===== config.mk =====
export PLATFORM = sky130hd
export DESIGN_NAME = line_follow_pd_drive_step_core
export DESIGN_NICKNAME = d
export VERILOG_FILES = /design/src/rtl/lfpd_pkg.sv /design/src/rtl/lfpd_cfg_regs.sv /design/src/rtl/lfpd_pid_path.sv /design/src/rtl/lfpd_drive_sched.sv /design/src/rtl/line_follow_pd_drive_step_core.sv
export SDC_FILE = /design/constraint.sdc
export NUM_CORES = 2
export LEC_CHECK = 0
export ABC_CLOCK_PERIOD_IN_PS = 19750
export BUFFER_PORTS_ARGS = -buffer_cell sky130_fd_sc_hd__buf_2
export CAP_MARGIN = 20
export CORE_ASPECT_RATIO = 0.5
export CORE_MARGIN = 4
export CORE_UTILIZATION = 40
export DETAILED_ROUTE_END_ITERATION = 10
export PLACE_DENSITY_LB_ADDON = 0.12
export SYNTH_ARGS = -nofsm -noshare
export SYNTH_HDL_FRONTEND = slang
export SYNTH_SLANG_ARGS = --single-unit

===== constraint.sdc =====
create_clock -name aclk -period 19.75 [get_ports aclk]
set_input_delay 3.95 -clock aclk [delete_from_list [all_inputs] [get_ports aclk]]
set_output_delay 3.95 -clock aclk [all_outputs]
set_load 0.03 [all_outputs]

===== src/rtl/lfpd_pkg.sv =====
package lfpd_pkg;

    // Configuration register indexes
    typedef enum logic [2:0] {
        REG_PROP_GAIN     = 3'd0,
        REG_INTEG_GAIN    = 3'd1,
        REG_DERIV_GAIN    = 3'd2,
        REG_BASE_SPEED    = 3'd3,
        REG_ON_LINE_LEVEL = 3'd4,
        REG_DARK_LEVEL    = 3'd5,
        REG_CRUISE_BAND   = 3'd6
    } reg_idx_t;

    localparam int CFG_IDX_W  = 3;
    localparam int CFG_DATA_W = 12;
    localparam int GAIN_W     = 12;
    localparam int LEVEL_W    = 8;
    localparam int DRIVE_W    = 8;

    // Motor direction nibble
    typedef enum logic [3:0] {
        DIR_STOP       = 4'h0,
        DIR_SPIN_LEFT  = 4'h5,
        DIR_FORWARD    = 4'h6,
        DIR_SPIN_RIGHT = 4'hA
    } dir_t;

    localparam int DRIVE_MAX   = 250;
    localparam int DARK_DRIVE  = 200;
    localparam int INNER_EDGE  = 60;
    localparam int OUTER_EDGE  = 120;

    localparam logic [GAIN_W-1:0]  PROP_GAIN_RST     = 12'd307;
    localparam logic [GAIN_W-1:0]  INTEG_GAIN_RST    = 12'd0;
    localparam logic [GAIN_W-1:0]  DERIV_GAIN_RST    = 12'd128;
    localparam logic [LEVEL_W-1:0] BASE_SPEED_RST    = 8'd90;
    localparam logic [LEVEL_W-1:0] ON_LINE_LEVEL_RST = 8'd40;
    localparam logic [LEVEL_W-1:0] DARK_LEVEL_RST    = 8'd20;
    localparam logic [LEVEL_W-1:0] CRUISE_BAND_RST   = 8'd20;

    typedef struct packed {
        logic [GAIN_W-1:0]  prop_gain;
        logic [GAIN_W-1:0]  integ_gain;
        logic [GAIN_W-1:0]  deriv_gain;
        logic [LEVEL_W-1:0] base_speed;
        logic [LEVEL_W-1:0] on_line_level;
        logic [LEVEL_W-1:0] dark_level;
        logic [LEVEL_W-1:0] cruise_band;
    } cfg_t;

endpackage


===== src/rtl/lfpd_cfg_regs.sv =====
module lfpd_cfg_regs import lfpd_pkg::*; (
    input  logic                  aclk,
    input  logic                  aresetn,
    input  logic                  cfg_valid,
    input  logic [CFG_IDX_W-1:0]  cfg_index,
    input  logic [CFG_DATA_W-1:0] cfg_data,
    output cfg_t                  cfg
);

    cfg_t cfg_reg;

    always_ff @(posedge aclk) begin
        if (!aresetn) begin
            cfg_reg.prop_gain     <= PROP_GAIN_RST;
            cfg_reg.integ_gain    <= INTEG_GAIN_RST;
            cfg_reg.deriv_gain    <= DERIV_GAIN_RST;
            cfg_reg.base_speed    <= BASE_SPEED_RST;
            cfg_reg.on_line_level <= ON_LINE_LEVEL_RST;
            cfg_reg.dark_level    <= DARK_LEVEL_RST;
            cfg_reg.cruise_band   <= CRUISE_BAND_RST;
        end else if (cfg_valid) begin
            case (cfg_index)
                REG_PROP_GAIN:     cfg_reg.prop_gain     <= cfg_data[GAIN_W-1:0];
                REG_INTEG_GAIN:    cfg_reg.integ_gain    <= cfg_data[GAIN_W-1:0];
                REG_DERIV_GAIN:    cfg_reg.deriv_gain    <= cfg_data[GAIN_W-1:0];
                REG_BASE_SPEED:    cfg_reg.base_speed    <= cfg_data[LEVEL_W-1:0];
                REG_ON_LINE_LEVEL: cfg_reg.on_line_level <= cfg_data[LEVEL_W-1:0];
                REG_DARK_LEVEL:    cfg_reg.dark_level    <= cfg_data[LEVEL_W-1:0];
                REG_CRUISE_BAND:   cfg_reg.cruise_band   <= cfg_data[LEVEL_W-1:0];
                default: ;  // unknown index: drop the write
            endcase
        end
    end

    assign cfg = cfg_reg;

endmodule


===== src/rtl/lfpd_pid_path.sv =====
module lfpd_pid_path import lfpd_pkg::*; #(
    parameter int SAMPLE_BITS    = 8,
    parameter int GAIN_FRAC_BITS = 8,
    parameter int SUM_BITS       = 24,
    parameter int CTL_W          = 32
) (
    input  logic                    aclk,
    input  logic                    aresetn,
    input  logic                    step,
    input  logic [SAMPLE_BITS-1:0]  left_level,
    input  logic [SAMPLE_BITS-1:0]  right_level,
    input  cfg_t                    cfg,
    output logic signed [CTL_W-1:0] ctl
);

    localparam int ERR_W = SAMPLE_BITS + 1;
    localparam int DER_W = SAMPLE_BITS + 2;
    localparam int ACC_W = SUM_BITS + 15;

    localparam logic signed [SUM_BITS-1:0] SUM_MAX = {1'b0, {(SUM_BITS-1){1'b1}}};
    localparam logic signed [SUM_BITS-1:0] SUM_MIN = {1'b1, {(SUM_BITS-1){1'b0}}};

    logic signed [ERR_W-1:0]    prev_err_reg;
    logic signed [SUM_BITS-1:0] sum_reg;

    logic signed [ERR_W-1:0]    err;
    logic signed [DER_W-1:0]    deriv;
    logic signed [SUM_BITS:0]   sum_wide;
    logic signed [SUM_BITS-1:0] sum_next;
    logic signed [ACC_W-1:0]    prop_term;
    logic signed [ACC_W-1:0]    integ_term;
    logic signed [ACC_W-1:0]    deriv_term;
    logic signed [ACC_W-1:0]    acc;
    logic        [ACC_W-1:0]    acc_mag;
    logic        [ACC_W-1:0]    mag_shift;

    always_comb begin
        err      = $signed({1'b0, right_level}) - $signed({1'b0, left_level});
        deriv    = DER_W'(err) - DER_W'(prev_err_reg);
        sum_wide = (SUM_BITS+1)'(sum_reg) + (SUM_BITS+1)'(err);
        // saturate the running sum when the two top bits disagree
        if (sum_wide[SUM_BITS] != sum_wide[SUM_BITS-1]) begin
            sum_next = sum_wide[SUM_BITS] ? SUM_MIN : SUM_MAX;
        end else begin
            sum_next = sum_wide[SUM_BITS-1:0];
        end

        prop_term  = ACC_W'($signed({1'b0, cfg.prop_gain}))  * ACC_W'(err);
        integ_term = ACC_W'($signed({1'b0, cfg.integ_gain})) * ACC_W'(sum_next);
        deriv_term = ACC_W'($signed({1'b0, cfg.deriv_gain})) * ACC_W'(deriv);
        acc        = prop_term + integ_term + deriv_term;

        // truncate toward zero: shift the magnitude, then restore the sign
        acc_mag   = acc[ACC_W-1] ? ACC_W'(-acc) : ACC_W'(acc);
        mag_shift = acc_mag >> GAIN_FRAC_BITS;
        ctl       = acc[ACC_W-1] ? -$signed(CTL_W'(mag_shift)) : $signed(CTL_W'(mag_shift));
    end

    always_ff @(posedge aclk) begin
        if (!aresetn) begin
            prev_err_reg <= '0;
            sum_reg      <= '0;
        end else if (step) begin
            prev_err_reg <= err;
            sum_reg      <= sum_next;
        end
    end

endmodule


===== src/rtl/lfpd_drive_sched.sv =====
module lfpd_drive_sched import lfpd_pkg::*; #(
    parameter int SAMPLE_BITS = 8,
    parameter int CTL_W       = 32
) (
    input  logic                    aclk,
    input  logic                    aresetn,
    input  logic                    step,
    input  logic signed [CTL_W-1:0] ctl,
    input  logic [SAMPLE_BITS-1:0]  left_level,
    input  logic [SAMPLE_BITS-1:0]  centre_level,
    input  logic [SAMPLE_BITS-1:0]  right_level,
    input  cfg_t                    cfg,
    output logic [DRIVE_W-1:0]      left_drive,
    output logic [DRIVE_W-1:0]      right_drive,
    output dir_t                    wheel_direction,
    output logic                    pause_request
);

    localparam int SUMW = CTL_W + 1;

    localparam logic signed [CTL_W-1:0] INNER_P = CTL_W'(INNER_EDGE);
    localparam logic signed [CTL_W-1:0] INNER_N = -CTL_W'(INNER_EDGE);
    localparam logic signed [CTL_W-1:0] OUTER_P = CTL_W'(OUTER_EDGE);
    localparam logic signed [CTL_W-1:0] OUTER_N = -CTL_W'(OUTER_EDGE);
    localparam logic signed [SUMW-1:0]  DMAX_S  = SUMW'(DRIVE_MAX);

    logic [DRIVE_W-1:0] held_left_reg,  held_left_next;
    logic [DRIVE_W-1:0] held_right_reg, held_right_next;
    dir_t               dir_reg,        dir_next;

    logic signed [SUMW-1:0]  base_s;
    logic signed [SUMW-1:0]  ctl_s;
    logic [DRIVE_W-1:0]      drive_plus;
    logic [DRIVE_W-1:0]      drive_minus;
    logic signed [CTL_W-1:0] cruise_p;
    logic signed [CTL_W-1:0] cruise_n;
    logic                    on_line;
    logic                    all_dark;
    logic                    cruising;

    function automatic logic [DRIVE_W-1:0] clamp_drive(input logic signed [SUMW-1:0] v);
        logic [DRIVE_W-1:0] r;
        if (v < 0) begin
            r = '0;
        end else if (v > DMAX_S) begin
            r = DRIVE_W'(DRIVE_MAX);
        end else begin
            r = v[DRIVE_W-1:0];
        end
        return r;
    endfunction

    always_comb begin
        base_s      = $signed(SUMW'(cfg.base_speed));
        ctl_s       = SUMW'(ctl);
        drive_plus  = clamp_drive(base_s + ctl_s);
        drive_minus = clamp_drive(base_s - ctl_s);
        cruise_p    = $signed(CTL_W'(cfg.cruise_band));
        cruise_n    = -cruise_p;
        on_line     = centre_level > SAMPLE_BITS'(cfg.on_line_level);
        all_dark    = (left_level   < SAMPLE_BITS'(cfg.dark_level)) &&
                      (centre_level < SAMPLE_BITS'(cfg.dark_level)) &&
                      (right_level  < SAMPLE_BITS'(cfg.dark_level));
        cruising    = on_line && (ctl < cruise_p) && (ctl > cruise_n);
    end

    // Band schedule; exact band edges leave the held drives alone
    always_comb begin
        held_left_next  = held_left_reg;
        held_right_next = held_right_reg;
        dir_next        = dir_reg;
        if (on_line) begin
            dir_next = DIR_FORWARD;
        end
        if (ctl > INNER_N && ctl < INNER_P) begin
            held_left_next  = drive_plus;
            held_right_next = drive_minus;
        end else if (ctl > INNER_P && ctl < OUTER_P) begin
            held_left_next  = drive_plus;
            held_right_next = '0;
        end else if (ctl > OUTER_P) begin
            dir_next        = DIR_SPIN_RIGHT;
            held_left_next  = drive_plus;
            held_right_next = drive_plus;
        end else if (ctl < INNER_N && ctl > OUTER_N) begin
            held_left_next  = '0;
            held_right_next = drive_minus;
        end else if (ctl < OUTER_N) begin
            dir_next        = DIR_SPIN_LEFT;
            held_left_next  = drive_minus;
            held_right_next = drive_minus;
        end
        if (all_dark || cruising) begin
            dir_next = DIR_FORWARD;
        end
    end

    // Overrides pick what is driven
    always_comb begin
        wheel_direction = dir_next;
        pause_request   = 1'b0;
        if (all_dark) begin
            left_drive    = DRIVE_W'(DARK_DRIVE);
            right_drive   = DRIVE_W'(DARK_DRIVE);
            pause_request = 1'b1;
        end else if (cruising) begin
            left_drive  = DRIVE_W'(DRIVE_MAX);
            right_drive = DRIVE_W'(DRIVE_MAX);
        end else begin
            left_drive  = held_left_next;
            right_drive = held_right_next;
        end
    end

    always_ff @(posedge aclk) begin
        if (!aresetn) begin
            held_left_reg  <= '0;
            held_right_reg <= '0;
            dir_reg        <= DIR_STOP;
        end else if (step) begin
            held_left_reg  <= held_left_next;
            held_right_reg <= held_right_next;
            dir_reg        <= dir_next;
        end
    end

endmodule


===== src/rtl/line_follow_pd_drive_step_core.sv =====
// Line-follower steering core. Each input beat carries left, centre and right
// sensor levels; each output beat carries the left and right wheel drive
// (0..250), the motor direction nibble and a pause request raised when all
// three sensors read dark. One result beat comes out for every input beat.
// A beat is held in the input register, the PID terms, band schedule
// and overrides are worked out in a single pass behind it, and the result is
// loaded into the output register. A new beat is accepted every cycle while
// the output is free or draining, and the error history, running sum and
// held drives are updated for each beat taken on. While a result waits on the
// output, one more beat is taken into the empty input register and the input
// then stalls until the waiting result leaves. Registers are to be written by
// the user through the cfg port only while idle; the core does not enforce it.
module line_follow_pd_drive_step_core import lfpd_pkg::*; #(
    parameter int SAMPLE_BITS    = 8,
    parameter int GAIN_FRAC_BITS = 8,
    parameter int SUM_BITS       = 24
) (
    input  logic                  aclk,
    input  logic                  aresetn,

    input  logic                  s_tvalid,
    output logic                  s_tready,
    // left_level, centre_level, right_level (SAMPLE_BITS each), zero pad
    input  logic [((3*SAMPLE_BITS+7)/8)*8-1:0] s_tdata,

    output logic                  m_tvalid,
    input  logic                  m_tready,
    // left_drive[7:0], right_drive[15:8], wheel_direction[19:16],
    // pause_request[20], zero pad
    output logic [23:0]           m_tdata,

    input  logic                  cfg_valid,
    output logic                  cfg_ready,
    input  logic [CFG_IDX_W-1:0]  cfg_index,
    input  logic [CFG_DATA_W-1:0] cfg_data
);

    localparam int IN_W  = 3 * SAMPLE_BITS;
    localparam int ACC_W = SUM_BITS + 15;
    localparam int CTL_W = ACC_W - GAIN_FRAC_BITS + 1;
    localparam int OUT_W = 2 * DRIVE_W + 4 + 1;

    cfg_t cfg;

    logic             in_valid_reg;
    logic [IN_W-1:0]  in_data_reg;
    logic             out_valid_reg;
    logic [OUT_W-1:0] out_data_reg;
    logic             advance;

    logic [SAMPLE_BITS-1:0]  left_level;
    logic [SAMPLE_BITS-1:0]  centre_level;
    logic [SAMPLE_BITS-1:0]  right_level;
    logic signed [CTL_W-1:0] ctl;
    logic [DRIVE_W-1:0]      left_drive;
    logic [DRIVE_W-1:0]      right_drive;
    dir_t                    wheel_direction;
    logic                    pause_request;

    assign cfg_ready = 1'b1;

    lfpd_cfg_regs u_cfg (
        .aclk      (aclk),
        .aresetn   (aresetn),
        .cfg_valid (cfg_valid),
        .cfg_index (cfg_index),
        .cfg_data  (cfg_data),
        .cfg       (cfg)
    );

    // move the held beat on whenever the output register is free or draining
    assign advance  = in_valid_reg && (!out_valid_reg || m_tready);
    assign s_tready = !in_valid_reg || advance;

    assign left_level   = in_data_reg[SAMPLE_BITS-1:0];
    assign centre_level = in_data_reg[2*SAMPLE_BITS-1:SAMPLE_BITS];
    assign right_level  = in_data_reg[3*SAMPLE_BITS-1:2*SAMPLE_BITS];

    lfpd_pid_path #(
        .SAMPLE_BITS    (SAMPLE_BITS),
        .GAIN_FRAC_BITS (GAIN_FRAC_BITS),
        .SUM_BITS       (SUM_BITS),
        .CTL_W          (CTL_W)
    ) u_pid (
        .aclk        (aclk),
        .aresetn     (aresetn),
        .step        (advance),
        .left_level  (left_level),
        .right_level (right_level),
        .cfg         (cfg),
        .ctl         (ctl)
    );

    lfpd_drive_sched #(
        .SAMPLE_BITS (SAMPLE_BITS),
        .CTL_W       (CTL_W)
    ) u_sched (
        .aclk            (aclk),
        .aresetn         (aresetn),
        .step            (advance),
        .ctl             (ctl),
        .left_level      (left_level),
        .centre_level    (centre_level),
        .right_level     (right_level),
        .cfg             (cfg),
        .left_drive      (left_drive),
        .right_drive     (right_drive),
        .wheel_direction (wheel_direction),
        .pause_request   (pause_request)
    );

    always_ff @(posedge aclk) begin
        if (!aresetn) begin
            in_valid_reg  <= 1'b0;
            out_valid_reg <= 1'b0;
        end else begin
            if (s_tvalid && s_tready) begin
                in_valid_reg <= 1'b1;
            end else if (advance) begin
                in_valid_reg <= 1'b0;
            end
            if (advance) begin
                out_valid_reg <= 1'b1;
            end else if (m_tready) begin
                out_valid_reg <= 1'b0;
            end
        end
    end

    always_ff @(posedge aclk) begin
        if (s_tvalid && s_tready) begin
            in_data_reg <= s_tdata[IN_W-1:0];
        end
        if (advance) begin
            out_data_reg <= {pause_request, wheel_direction, right_drive, left_drive};
        end
    end

    assign m_tvalid = out_valid_reg;
    assign m_tdata  = {{(24-OUT_W){1'b0}}, out_data_reg};

    a_advance_loads: assert property (@(posedge aclk) disable iff (!aresetn)
        advance |=> out_valid_reg)
        else $error("result register not loaded after advance");

    a_in_hold: assert property (@(posedge aclk) disable iff (!aresetn)
        in_valid_reg && !advance |=> in_valid_reg && $stable(in_data_reg))
        else $error("stalled input beat lost or changed");

    a_pause_drive: assert property (@(posedge aclk) disable iff (!aresetn)
        out_valid_reg && out_data_reg[OUT_W-1] |->
            out_data_reg[DRIVE_W-1:0] == DRIVE_W'(DARK_DRIVE) &&
            out_data_reg[2*DRIVE_W-1:DRIVE_W] == DRIVE_W'(DARK_DRIVE) &&
            out_data_reg[2*DRIVE_W+3:2*DRIVE_W] == DIR_FORWARD)
        else $error("pause beat without dark drive");

    a_drive_range: assert property (@(posedge aclk) disable iff (!aresetn)
        out_valid_reg |->
            out_data_reg[DRIVE_W-1:0] <= DRIVE_W'(DRIVE_MAX) &&
            out_data_reg[2*DRIVE_W-1:DRIVE_W] <= DRIVE_W'(DRIVE_MAX))
        else $error("drive beyond limit");

endmodule


# == Word-level counts from Yosys, hierarchy flattened ==
# Index checks and enable logic that the tools add are counted.
# op_classes
n_mux,32
magnitude_cmp,18
n_mul,3
reduce_logical,25
add_sub_neg,10
eq_ne,7
# op_table
cell,count
$mux 8,14
$add 39x39->39,2
$gt 33x9->1 const B,2
$lt 33x1->1 const B,2
$gt 32x7->1 const B,2
$gt 32x8->1 const B,2
$lt 32x7->1 const B,2
$lt 32x8->1 const B,2
$mux 24,2
$mux 39,1
$neg 39->39,1
$mul 13x24->37,1
$add 9x32->33,1
$sub 9x32->33,1
$gt 32x32->1,1
$lt 32x9->1,1
$mux 32,1
$neg 31->32,1
$neg 8->32,1
$mux 4,7
$add 24x9->25,1
$lt 8x8->1,3
$mul 13x10->23,1
$mul 13x9->22,1
16 further kinds,42
# word_totals
out_inout_bits,27
inputBits,44
ff_bits,168
wordCells,113

# == Depth between registers and ports, before layout ==
# logic_depth
word_depth,21
mapped_depth,102
depth_no_buf,95

# == Modules after synthesis ==
# From an unflattened synthesis, not the netlist that was laid out.
# unflattened
hier_cells,3988
hier_area_um2,34719.5
# modules_own_cells
mod,seq_area_each_um2,n_inst,area_per_inst_um2,cells_per_inst
lfpd_pid_path,660.6,1,25002.7,2901
lfpd_drive_sched,400.4,1,5589.1,773
lfpd_cfg_regs,1361.3,1,2635.0,254
line_follow_pd_drive_step_core,1391.3,1,1492.7,60

# == Worst setup path after synthesis ==
# No wires, ideal clock.
# synth_timing
path_kind,reg2reg
start,reg in_data_reg[16]
end,"reg out_data_reg[1], data pin"
arrival_ns,19.606
path_stages_with_launch,92
setup_slack_ns,-0.132
cell_sequence,edfxtp_1 > inv_1 > ha_1 > inv_1 > fa_1 > a21o_1 > a21oi_1 > o21bai_1 > a21oi_1 > o21bai_1 > a21oi_1 > clkbuf_1 > ha_1 > a21oi_1 > o21ai_0 > a21oi_1 > o21ai_0 > a21oi_1 > (+56 left out) > o41ai_1 > nand4_1 > a21oi_1 > xor2_1 > ha_1 > nor2_1 > nor2_1 > o21bai_1 > nor4b_1 > nand3_1 > nor4_1 > mux2_2 > a2111o_1 > nor4_1 > and4_1 > buf_4 > a311o_1 > a31oi_1
# synth_between
elab_chain_cells,21
elab_cells_between_ends,48
classes_between,9 x add/sub; 3 x mul; 15 x order compare; 1 x eq/ne; 14 x mux; 6 x reduce/logical
# synth_rtl
element,line,rtl
from (decl),line_follow_pd_drive_step_core.sv:46,logic [IN_W-1:0] in_data_reg;
from (signal assigned),line_follow_pd_drive_step_core.sv:132,in_data_reg <= s_tdata[IN_W-1:0];
$sub 8x8->9 *,lfpd_pid_path.sv:38,"err = $signed({1'b0, right_level}) - $signed({1'b0, left_level});"
net u_pid.err[8],lfpd_pid_path.sv:26,logic signed [ERR_W-1:0] err;
$add 24x9->25,lfpd_pid_path.sv:40,sum_wide = (SUM_BITS+1)'(sum_reg) + (SUM_BITS+1)'(err);
$mux 24 / $ne 1x1->1 (equally long branches),"lfpd_pid_path.sv:43, lfpd_pid_path.sv:42",
$mux 24,lfpd_pid_path.sv:42,if (sum_wide[SUM_BITS] != sum_wide[SUM_BITS-1]) begin
$mul 13x24->37,lfpd_pid_path.sv:49,"integ_term = ACC_W'($signed({1'b0, cfg.integ_gain})) * ACC_W'(sum_next);"
$add 39x39->39,lfpd_pid_path.sv:51,acc = prop_term + integ_term + deriv_term;
$add 39x39->39 *,lfpd_pid_path.sv:51,
(+6 left out),--,
$mux 8,lfpd_drive_sched.sv:45,end else if (v > DMAX_S) begin
$mux 8,lfpd_drive_sched.sv:43,if (v < 0) begin
$mux 8,lfpd_drive_sched.sv:88,end else if (ctl < OUTER_N) begin
$mux 8,lfpd_drive_sched.sv:85,end else if (ctl < INNER_N && ctl > OUTER_N) begin
$mux 8,lfpd_drive_sched.sv:81,end else if (ctl > OUTER_P) begin
$mux 8,lfpd_drive_sched.sv:78,end else if (ctl > INNER_P && ctl < OUTER_P) begin
$mux 8,lfpd_drive_sched.sv:75,if (ctl > INNER_N && ctl < INNER_P) begin
$mux 6 *,lfpd_drive_sched.sv:106,end else if (cruising) begin
to (signal assigned),line_follow_pd_drive_step_core.sv:135,"out_data_reg <= {pause_request, wheel_direction, right_drive, left_drive};"
to (decl),line_follow_pd_drive_step_core.sv:48,logic [OUT_W-1:0] out_data_reg;
# Mark *: on every way through the listed nets, which the timed path passes. The rest lies on a longest branch.
# A chain may end at the register's enable or synchronous reset.

# == Worst setup path after layout ==
# layout_timing
start,reg in_data_reg[16]
end,"reg out_data_reg[10], data pin"
# layout_between
elab_chain_cells,20
elab_cells_between_ends,48
classes_between,9 x add/sub; 3 x mul; 15 x order compare; 1 x eq/ne; 13 x mux; 7 x reduce/logical
# layout_rtl
element,line,rtl
$sub 8x8->9,lfpd_pid_path.sv:38,
$add 24x9->25,lfpd_pid_path.sv:40,
$mux 24 / $ne 1x1->1 (equally long branches),"lfpd_pid_path.sv:43, lfpd_pid_path.sv:42",
$mux 24,lfpd_pid_path.sv:42,
$mul 13x24->37,lfpd_pid_path.sv:49,
$add 39x39->39 (2 in a row),lfpd_pid_path.sv:51,
$neg 39->39,lfpd_pid_path.sv:54,acc_mag = acc[ACC_W-1] ? ACC_W'(-acc) : ACC_W'(acc);
$mux 39,lfpd_pid_path.sv:54,
(+3 left out),--,
$gt 33x9->1,lfpd_drive_sched.sv:45,
$mux 8,lfpd_drive_sched.sv:45,
$mux 8,lfpd_drive_sched.sv:43,
$mux 8,lfpd_drive_sched.sv:88,
$mux 8,lfpd_drive_sched.sv:85,
$mux 8,lfpd_drive_sched.sv:81,
$mux 8,lfpd_drive_sched.sv:78,
$mux 8,lfpd_drive_sched.sv:75,
# Parallel ways exist; a longest one is shown, timed or not.

==> impl_metrics.py <==
metrics = {
    "placement": {
        "port_buffers": 66,
        "place.gp.congestion": 0.916,
        "dpl.hpwl_microns": 91900,
    },
    "route": {
        "wl_microns": 111000,
        "first_iter_violations": 2202,
        "vias": 30885,
        "drt.antenna.violating_nets": 0,
        "drt_drc_violations_left": 0,
        "wire_per_inst_microns": 19.8,
        "drtPass1Iterations": 6,
        "vias_per_cell": 5.51,
    },
    "global_routing": {
        "grtUsageTotal_pct": 23.6,
        "grt_pass1_wl_microns": 176000,
        "antenna_found_initial": 0,
        "first_global_vias": 30535,
        "grt_max_degree": 66,
        "grt_overflow": 0,
    },
    "yosys": {
        "netlist_area_sq_um": 35700,
        "yosysWarnings": 0,
        "ys_seq_elements": 168,
        "synth.area.top_cells": "fa_1 (25%), ha_1 (14%), inv_1 (7.0%)",
        "synth_edf_count": 45,
        "yosysTopAreaCell": "fa_1",
        "ys_async_sr_fraction_pct": 0,
        "yosysUniqueCellTypes": 106,
        "seq_area_frac_synth_pct": 10.7,
        "synth_area_per_cell_sq_um": 8.21,
        "synthCells": 4347,
        "synth_top_area_share_pct": 25.3,
        "ys.flop_type": "dfxtp_1",
    },
    "cells_and_area": {
        "nNetsFinal": 5291,
        "layout-drive-gt1-share_pct": 9.39,
        "antenna_cells": 0,
        "syn_to_final_growth_pct": 9.01,
        "final_core_util_pct": 44.0,
        "largest_reg_flops": 68,
        "fillers": 8869,
    },
    "sta": {
        "worst_slew_pin_slew_ns": 1.13,
        "fin_crit_ns": 18.62,
        "slew_headroom_pct": 24.2,
        "skew_ns": 0.0203,
        "min_period_over_period_pct": 94.3,
        "fmax_mhz": 53.7,
        "finalSetupViolations": 0,
        "hold_violations": 0,
        "slew_viol_final": 0,
    },
    "worst_setup_path": {
        "regToRegSetupSlack_ns": 1.13,
        "setup.worst_path.start_class": "flip-flop",
        "worst_setup_path_end_kind": "flip-flop",
        "crit_slowest_cell": "fa_1",
        "critPathMaxFanout": 13,
        "critical_path_class": "reg -> reg",
        "worst_ep_required_time_ns": 20.06,
        "cp_slowest_stage_delay_ns": 0.53,
        "cp_data_arrival_time_ns": 18.93,
    },
    "cts": {
        "clkTransAtPathRegs_ns": 0.09,
        "cts_sinks": 168,
        "cts_buffer_depth": 2,
        "cts_buffers": 17,
        "h-tree-depth": 4,
        "root_buffer": "clkbuf_16",
        "hold_buffers": 0,
        "cts_tree": "yes",
        "worstSkewPairLatency_ns": 0.46,
    },
    "die": {
        "die_width_microns": 431,
        "row_count": 77,
        "start_util_pct": 40.4,
        "coreArea_sq_um": 88400,
        "die_y_microns": 219,
        "ios": 71,
        "die_area_sq_um": 94400,
    },
    "run": {
        "max_cap_viol_count": 0,
    },
    "run_status": {
        "outcome": "complete, no violations",
    },
    "min_path": {
        "hold_class": "reg -> reg",
    },
}
[path summary, 6_finish.rpt]
| kind | depth (start not counted) | startpoint | end |
|---|---|---|---|
| worst min-delay path | 2 | u_pid.prev_err_reg[4]$_SDFFE_PN0P_ | u_pid.prev_err_reg[4]$_SDFFE_PN0P_ |
| worst max-delay path | 86 | in_data_reg[16]$_DFFE_PP_ | out_data_reg[10]$_SDFFCE_PP0P_ |
| worst max register to register | 86 | in_data_reg[16]$_DFFE_PP_ | out_data_reg[10]$_SDFFCE_PP0P_ |
| worst min register to register | 2 | u_pid.prev_err_reg[4]$_SDFFE_PN0P_ | u_pid.prev_err_reg[4]$_SDFFE_PN0P_ |
[layout by cell type (no fill, tap or decap), drive strengths merged, types with 12 or more instances in the layout]
| cell | synthesis | layout |
|---|---|---|
| xor2 | 60 | 60 |
| fa | 451 | 451 |
| o21bai | 30 | 30 |
| nor4 | 37 | 37 |
| a211oi | 25 | 25 |
| and4 | 14 | 14 |
| a21boi | 17 | 17 |
| o211ai | 25 | 25 |
| o31ai | 20 | 20 |
| o2111ai | 15 | 15 |
| nand2b | 76 | 76 |
| mux2i | 14 | 14 |
| nand2 | 547 | 547 |
| or4 | 18 | 18 |
| or2 | 35 | 35 |
| nor2 | 147 | 147 |
| nor3 | 77 | 77 |
| dfxtp | 123 | 123 |
| o21ai | 153 | 153 |
| buf | 29 | 227 |
| nor2b | 55 | 55 |
| inv | 671 | 681 |
| clkbuf | 160 | 18 |
| a31oi | 54 | 54 |
| edfxtp | 45 | 45 |
| and2 | 233 | 233 |
| xnor2 | 116 | 116 |
| ha | 389 | 389 |
| a21o | 55 | 55 |
| o21a | 14 | 14 |
| o211a | 33 | 33 |
| a21oi | 226 | 226 |
| nand3 | 92 | 92 |
| nand3b | 12 | 12 |
| nand4 | 44 | 44 |
| and3 | 36 | 36 |
| or3 | 28 | 28 |
[worst max-delay path, delay by kind of cell, from the launching register on]
kind,cells,cell delay [ns]
compound gates,40,7.09
fa+ha+maj,14,5.41
simple gates,15,3.39
buf+inv,12,1.32
xor+xnor,5,0.88
flops,1,0.36
[stage by stage]
stage          area, sq um  hold slack (ns)  worst slack [ns]  instances  setup TNS [ns]
2_1_floorplan        35700            0.435             0.109       4349               0
3_3_place_gp         37900            0.443             0.250       5560               0
3_5_place_dp         37900            0.447            -0.129       5560           -1.37
4_1_cts              38500            0.457            0.0983       5592               0
5_1_grt              38900            0.473           -0.0565       5605          -0.236
6_report             38900            0.456              1.13       5605               0
[cell type report]
cell class | count | area, sq um | area share [%]
tap | 1185 | 1480 | 3.81
multi-input combinational | 3320 | 28900 | 74.3
timing repair buffer | 228 | 1590 | 4.10
sequential | 168 | 3810 | 9.80
clock inverter | 15 | 149 | 0.383
clock buffer | 17 | 425 | 1.09
inverter | 672 | 2520 | 6.48
[synth_stat cells (9+ instances only)]
library cell and instances:
mux2i_1 14, o21ai_0 143, o31ai_1 20, fa_1 451, nand4_1 43, or4_1 17, nor2b_1 55, a31oi_1 54
a21o_1 55, and4_1 14, dfxtp_1 123, nand2b_1 76, o21a_1 14, or3_1 27, nor3_1 73, clkbuf_1 160
buf_1 9, o22ai_1 10, xnor2_1 112, o211a_1 32, nand3b_1 12, edfxtp_1 45, nor2_1 146, ha_1 389
xor2_1 60, o211ai_1 25, a211oi_1 23, a311oi_1 9, a21oi_1 224, nor4b_1 10, nand2_1 545, and3_1 36
nor4_1 33, or2_2 34, and2_1 231, nand3_1 91, o2111ai_1 13, inv_1 664, a21boi_0 16, o21bai_1 30
buf_2 11
[metal layers]
layer | GRT usage (%) | vias to the layer above | part of all wire (%)
met1 | 36.2 | 15413 | 50
li1 | - | 14582 | -
met3 | 2.52 | 68 | 5.5
met5 | 0 | - | 0
met4 | 2.88 | 0 | 0.91
met2 | 36.6 | 822 | 43
[cell families after synthesis]
group                    Yosys count  share of synthesized area, %
adder cells (fa/ha/maj)          840                          38.9
multiplexers                      22                         0.645
AO/OA/AOI/OAI                    795                          14.9
other                              2                        0.0210
buffers and inverters            861                          9.19
AND/OR/NAND/NOR                 1483                          21.2
flip-flops                       168                          10.7
XOR/XNOR                         176                          4.40
[timing repair]
item                                    in CTS  in global routing
endpoints found under the setup margin      39                 40
pin swaps                                    0                 13
buffers inserted                             0                 10
cloned                                       0                  0
resized for setup                            2                 71
Power is left out: the tool's default activity adds up to more than one toggle a clock period on the data nets, which glitch-free logic cannot reach.
